### src/sv/slsp_pkg.sv
// Types and constants shared by the serial link shift port modules.
`default_nettype none
package slsp_pkg;

   typedef enum logic [1:0] {
      OP_TICK  = 2'd0,
      OP_WRITE = 2'd1,
      OP_READ  = 2'd2,
      OP_NONE  = 2'd3
   } opcode_type;

   localparam logic [15:0] ADDR_DATA        = 16'hFF01;
   localparam logic [15:0] ADDR_CTRL        = 16'hFF02;
   localparam logic [9:0]  RELOAD_SLOW      = 10'd512;
   localparam logic [9:0]  RELOAD_FAST      = 10'd16;
   localparam logic [9:0]  TICK_STEP        = 10'd4;
   localparam logic [3:0]  BITS_PER_XFER    = 4'd8;
   localparam logic [7:0]  READ_IDLE        = 8'hFF;
   localparam logic [7:0]  CTRL_ACTIVE      = 8'h80;
   localparam logic [7:0]  CTRL_FILL_COLOUR = 8'h7C;
   localparam logic [7:0]  CTRL_FILL_PLAIN  = 8'h7E;

   localparam int unsigned CSR_INDEX_W = 8;
   localparam logic [CSR_INDEX_W-1:0] CSR_COLOUR_MODE     = 8'd0;
   localparam logic [CSR_INDEX_W-1:0] CSR_PARTNER_PRESENT = 8'd1;

   typedef struct packed {
      logic colour_mode;
      logic partner_present;
   } cfg_type;

   typedef struct packed {
      opcode_type  opcode;
      logic [15:0] address;
      logic [7:0]  write_data;
      logic        partner_bit;
   } item_type;

   typedef struct packed {
      logic [7:0] shift_byte;
      logic [9:0] bit_timer;
      logic       transfer_active;
      logic       fast_clock;
      logic       clock_internal;
      logic [3:0] bit_count;
   } port_state_type;

   typedef struct packed {
      logic [7:0] read_data;
      logic       bit_shifted;
      logic       sent_bit;
      logic       interrupt_request;
   } result_type;

endpackage
`default_nettype wire

### src/sv/slsp_core.sv
// Next-state and result logic for one item of the serial link shift port.
`default_nettype none
module slsp_core
   import slsp_pkg::*;
(
   input  wire cfg_type        cfg,
   input  wire item_type       item,
   input  wire port_state_type state_cur,
   output port_state_type      state_nxt,
   output result_type          result
);

   logic [9:0] reload;
   logic [3:0] count_inc;

   always_comb begin
      reload    = state_cur.fast_clock ? RELOAD_FAST : RELOAD_SLOW;
      count_inc = state_cur.bit_count + 4'd1;
      state_nxt = state_cur;
      result.read_data         = READ_IDLE;
      result.bit_shifted       = 1'b0;
      result.sent_bit          = 1'b0;
      result.interrupt_request = 1'b0;

      case (item.opcode)
         OP_TICK: begin
            if (state_cur.transfer_active && state_cur.clock_internal) begin
               if (state_cur.bit_timer > TICK_STEP) begin
                  state_nxt.bit_timer = state_cur.bit_timer - TICK_STEP;
               end else begin
                  // timer expired: exchange one bit and reload
                  state_nxt.bit_timer  = reload;
                  result.sent_bit      = state_cur.shift_byte[7];
                  result.bit_shifted   = 1'b1;
                  state_nxt.shift_byte = {state_cur.shift_byte[6:0],
                                          cfg.partner_present ? item.partner_bit : 1'b1};
                  state_nxt.bit_count  = count_inc;
                  if (count_inc >= BITS_PER_XFER) begin
                     state_nxt.transfer_active = 1'b0;
                     result.interrupt_request  = 1'b1;
                  end
               end
            end
         end
         OP_WRITE: begin
            if (item.address == ADDR_DATA) begin
               state_nxt.shift_byte = item.write_data;
            end else if (item.address == ADDR_CTRL) begin
               state_nxt.transfer_active = item.write_data[7];
               state_nxt.clock_internal  = item.write_data[0];
               if (cfg.colour_mode) begin
                  state_nxt.fast_clock = item.write_data[1];
               end
               if (item.write_data[7]) begin
                  // reload uses the speed in effect after this write (written in colour mode, else held)
                  state_nxt.bit_timer = (cfg.colour_mode ? item.write_data[1]
                                         : state_cur.fast_clock) ? RELOAD_FAST : RELOAD_SLOW;
                  state_nxt.bit_count = 4'd0;
               end
            end
         end
         OP_READ: begin
            if (item.address == ADDR_DATA) begin
               result.read_data = state_cur.shift_byte;
            end else if (item.address == ADDR_CTRL) begin
               result.read_data = (state_cur.transfer_active ? CTRL_ACTIVE : 8'h00)
                                | (cfg.colour_mode
                                   ? (CTRL_FILL_COLOUR | {6'd0, state_cur.fast_clock, 1'b0})
                                   : CTRL_FILL_PLAIN)
                                | {7'd0, state_cur.clock_internal};
            end
         end
         default: begin
         end
      endcase
   end

endmodule
`default_nettype wire

### src/sv/serial_link_shift_port_unit.sv
// Serial link shift port: top level with input register, result register and config port.
// Usage:
//   req_* carries one item per handshake: a tick (opcode 0), a register write (1)
//   or a register read (2) of the data byte at 0xFF01 or the control byte at 0xFF02.
//   rsp_* returns exactly one result per item, in order: read data (0xFF when not
//   a mapped read) and the bit exchange flags of a tick.
//   csr_* writes index 0 (colour mode) and 1 (partner present) from bit 0 of
//   csr_wdata; it is always ready and should be written only while the port is idle.
// Timing: an accepted item is held in the input register; when the result register
//   is free or its result is being taken, the item is processed and its result
//   registered there, and rsp_valid is high from then on until the result is taken.
// Throughput: one item per cycle while rsp_ready is high; the state update is a
//   single short pass of decode, a 10-bit decrement and compare, and an 8-bit shift.
// Reset: synchronous; clears both pipeline valids, the port state and the
//   config registers.
// Stall: when rsp_ready is low the result register holds, the input register
//   keeps its item and req_ready drops once both are full; nothing is lost.
`default_nettype none
module serial_link_shift_port_unit
   import slsp_pkg::*;
(
   input  wire         clock,
   input  wire         reset,
   input  wire         req_valid,
   output logic        req_ready,
   input  wire  [1:0]  req_opcode,
   input  wire  [15:0] req_address,
   input  wire  [7:0]  req_write_data,
   input  wire         req_partner_bit,
   output logic        rsp_valid,
   input  wire         rsp_ready,
   output logic [7:0]  rsp_read_data,
   output logic        rsp_bit_shifted,
   output logic        rsp_sent_bit,
   output logic        rsp_interrupt_request,
   input  wire         csr_valid,
   output logic        csr_ready,
   input  wire  [CSR_INDEX_W-1:0] csr_index,
   input  wire  [7:0]  csr_wdata
);

   cfg_type        cfg_ff, cfg_in;
   item_type       item_ff, item_in;
   logic           item_vld_ff, item_vld_in;
   port_state_type state_ff, state_in, state_nxt;
   result_type     rsp_ff, rsp_in, result;
   logic           rsp_vld_ff, rsp_vld_in;
   logic           out_free;
   logic           advance;

   slsp_core u_core (
      .cfg       (cfg_ff),
      .item      (item_ff),
      .state_cur (state_ff),
      .state_nxt (state_nxt),
      .result    (result)
   );

   assign out_free  = !rsp_vld_ff || rsp_ready;
   assign advance   = item_vld_ff && out_free;
   assign req_ready = !item_vld_ff || out_free;
   assign csr_ready = 1'b1;

   always_comb begin
      cfg_in = cfg_ff;
      if (csr_valid) begin
         if (csr_index == CSR_COLOUR_MODE) begin
            cfg_in.colour_mode = csr_wdata[0];
         end else if (csr_index == CSR_PARTNER_PRESENT) begin
            cfg_in.partner_present = csr_wdata[0];
         end
      end

      item_in     = item_ff;
      item_vld_in = item_vld_ff && !advance;
      if (req_valid && req_ready) begin
         item_in.opcode      = opcode_type'(req_opcode);
         item_in.address     = req_address;
         item_in.write_data  = req_write_data;
         item_in.partner_bit = req_partner_bit;
         item_vld_in         = 1'b1;
      end

      state_in   = advance ? state_nxt : state_ff;
      rsp_in     = advance ? result : rsp_ff;
      rsp_vld_in = advance || (rsp_vld_ff && !rsp_ready);
   end

   always_ff @(posedge clock) begin
      if (reset) begin
         cfg_ff      <= '0;
         item_vld_ff <= 1'b0;
         state_ff    <= '0;
         rsp_vld_ff  <= 1'b0;
      end else begin
         cfg_ff      <= cfg_in;
         item_vld_ff <= item_vld_in;
         state_ff    <= state_in;
         rsp_vld_ff  <= rsp_vld_in;
      end
   end

   always_ff @(posedge clock) begin
      item_ff <= item_in;
      rsp_ff  <= rsp_in;
   end

   assign rsp_valid             = rsp_vld_ff;
   assign rsp_read_data         = rsp_ff.read_data;
   assign rsp_bit_shifted       = rsp_ff.bit_shifted;
   assign rsp_sent_bit          = rsp_ff.sent_bit;
   assign rsp_interrupt_request = rsp_ff.interrupt_request;

endmodule
`default_nettype wire

### config.mk
export PLATFORM = sky130hd
export DESIGN_NAME = serial_link_shift_port_unit
export DESIGN_NICKNAME = d
export VERILOG_FILES = /design/src/sv/slsp_pkg.sv /design/src/sv/slsp_core.sv /design/src/sv/serial_link_shift_port_unit.sv
export SDC_FILE = /design/constraint.sdc
export NUM_CORES = 1
export LEC_CHECK = 0
export ABC_AREA = 0
export BUFFER_PORTS_ARGS = -buffer_cell sky130_fd_sc_hd__buf_4
export CAP_MARGIN = 10
export CORE_MARGIN = 4
export CORE_UTILIZATION = 54
export DETAILED_ROUTE_END_ITERATION = 6
export GPL_ROUTABILITY_DRIVEN = 0
export PLACE_DENSITY = 0.8
export REMOVE_ABC_BUFFERS = 1
export SYNTH_ARGS = -nofsm -noshare
export SYNTH_HDL_FRONTEND = slang
export SYNTH_SLANG_ARGS = --single-unit
### constraint.sdc
create_clock -name clock -period 2.9 [get_ports clock]
set_input_delay 0.145 -clock clock [delete_from_list [all_inputs] [get_ports clock]]
set_output_delay 0.145 -clock clock [all_outputs]
set_load 0.01 [all_outputs]
==> run metrics <==
outcome=completed; cell with the most instances after synthesis=edfxtp_1; Yosys cell types=55; Startpoint Class=flop; fillers=331; hold_sp=req_valid; post-route minimum period=2.17 ns; number of global-route vias before repair=2416; fmax=461 MHz; # port buffers=53; Synth Area in Adders=0.0127; post-synthesis sequential area ratio=0.570; htree depth=3; Leak Pwr=0.00142 uW; kind of critical path=reg -> reg; syn_area_per_cell=11.3 um^2; final slew viol count=0; CP max stage cell=mux2_2; cell chain of the critical path=inv_1, ha_1, o21ba_2, a31oi_2, a211o_1, mux2_2; setup violators final=0; Final Core Density=0.745; fin cells=419; antenna violations before repair=0; full die area=6710 um^2; placed cell count=376; DRT Pass-1 Iters=4; synth cell count leaders=38 x edfxtp_1, 27 x dfxtp_1, 27 x nand2_1; Worst-path clk slew=0.07 ns; core area=5200 um^2; max-cap viol count=0; Nets=395; Yosys Warn Count=0; largest family of logic cells by synthesized area=simple AND/OR/NAND/NOR gates; Worst R2R Path Depth=6; drc violations=0; GRT overflow=0; WHS Endpoint=item_vld_ff; clk_skew=0.00591 ns; Compound-Gate Fraction of Synth Area=0.106; worst reg-to-reg setup slack=0.73 ns; Post-synth EDFFs=38; CP Launch Point=state_ff[9]; routed len/inst=16.7 um; Fin Setup TNS=0 ns; Initial Util=0.567; Crit. End Element=flop; Post-DRT Antenna Nets=0; hold path depth=3; area of the multi-input gates=1180 um^2; Sequential cell area=1680 um^2; chip height=81.9 um; largest net degree at the start of global routing=37; Reg-to-Reg End=state_ff[19]; Post-Synth Simple-Gate Area=0.215; Area Overhead vs Synth=31.4%; cell count after synthesis=261; total CTS buffers=9; CTS Sinks=65; Tightest Pin Transition=0.650 ns; later-pin clock latency in the skew report=0.33 ns; share of layout cells above drive strength 1=0.275; Tcrit/Tclk final=0.748; Mapped Area=2950 um^2; unrepaired setup endpoints after global routing=false; drt initial violations=202; PwrDens=497 nW/um^2; largest cells by area after synthesis=edfxtp_1 39%, dfxtp_1 18%, mux2_2 4.2%, nand2_1 3.4%, nor2b_1 3.2%; CP max stage delay=0.38 ns; dpl hpwl=4180 um; Required @ worst endpoint=3.13 ns; Critical Path Fanout Max=8; Slew headroom=0.567; register bit total from synthesis=65; Total Power=1930 uW; setup repair bufs after CTS=0; Synth Area in XOR/XNOR=0.00593; drt total wl=6990 um; GRT Total Usage=0.232; Die Span X=81.9 um; antenna fix cells=0; vias per inst=5.63; CTS tree=yes; first-pass GRT wire length=11500 um; clk root buf=clkbuf_8; top-area cell type share of the netlist area=0.387; commonest register cell after synthesis=edfxtp_1; # IOs=62; DR vias=2359; area leader, netlist=edfxtp_1; worst reg2reg path startpoint=state_ff[9]; std cell rows=26; CTS Buffer Depth=2; multiplexer share of the synthesized area=0.0589; hold crit path type=in -> reg; Synth async-reset ratio=0; Peak VDD IR=0.000419 V; CP Data Arrival Time=2.39 ns; final-report hold violation count=0
[worst max path at each step]
stage,to,cells after the start
floorplan,state_ff[0],4
global placement,state_ff[20],6
detailed placement,state_ff[21],6
CTS,state_ff[23],6
global route,state_ff[12],6
finish,state_ff[19],6
[per-layer routing]
metal / GRT usage / wire [um]
met5: 0 / 0
met4: 0.0997 / 81
met3: 0.0461 / 416
met2: 0.430 / 3780
met1: 0.256 / 2710
[metrics by stage]
stage,worst slack [ns],instance area [um^2],hold WS (ns)
floorplan,0.810,2900,0.214
global placement,0.775,3420,0.323
detailed placement,0.752,3420,0.324
CTS,0.736,3880,0.0354
global route,0.587,3880,0.0670
finish,0.731,3880,0.0408
[cells by family (layout without fill, tap and decap cells)]
group,count (synthesis),count (layout)
flops,65,65
xor+xnor,2,2
compound gates,40,40
fa+ha+maj,3,3
buf+inv,22,110
simple gates,112,112
mux,16,16
other cells,1,1
[power breakdown]
part	switching (uW)	internal (uW)
registers	16.2	1010
logic	75.0	88.9
clock network	348	393
total	439	1490
[final cells by class]
cell class / instances / area share
clock inverters: 6 / 0.0152
repair buffers: 85 / 0.182
multi-input cells: 174 / 0.305
clock buffers: 10 / 0.0329
well taps: 70 / 0.0226
flip-flops and latches: 65 / 0.434
inverters: 9 / 0.00871
[cells in the final DEF, fill, tap and decap left out, types with 3 or more instances in the layout]
master	Yosys	final
a21oi_1	10	10
and2_1	3	3
and4_1	3	3
buf_4	1	58
clkbuf_8	0	9
clkinv_2	0	4
dfxtp_1	27	27
dlygate4sd3_1	0	27
edfxtp_1	38	38
ha_1	3	3
inv_1	9	9
mux2_2	11	11
mux2i_1	5	5
nand2_1	27	27
nand2b_1	4	4
nand3_1	11	11
nand4_1	10	10
nor2_1	9	9
nor2b_1	15	15
nor3_1	7	7
nor4_1	3	3
o21ai_0	4	4
or2_2	5	5
or4_1	3	3
[flip-flops by register name, indices dropped and copies added, names as in the netlist]
register,cells
item_ff,27
state_ff,23
rsp_read_data,8
cfg_ff,2
item_vld_ff,1
rsp_bit_shifted,1
rsp_interrupt_request,1
rsp_sent_bit,1
rsp_valid,1
[worst max-delay path, delay by kind of cell, from the launching register on]
kind / cells / cell delay (ns)
mux: 1 / 0.38
fa+ha+maj: 1 / 0.29
compound gates: 3 / 0.92
buf+inv: 1 / 0.09
flops: 1 / 0.37
[repair_timing]
| item | 4_1_cts | 5_1_grt |
|---|---|---|
| endpoints found under the setup margin | 0 | 0 |
| hold buffers | 27 | 0 |
| resized for setup | 0 | 0 |
| hold endpoints to repair | 27 | 0 |
No activity file was read; power rests on OpenSTA's default activity.
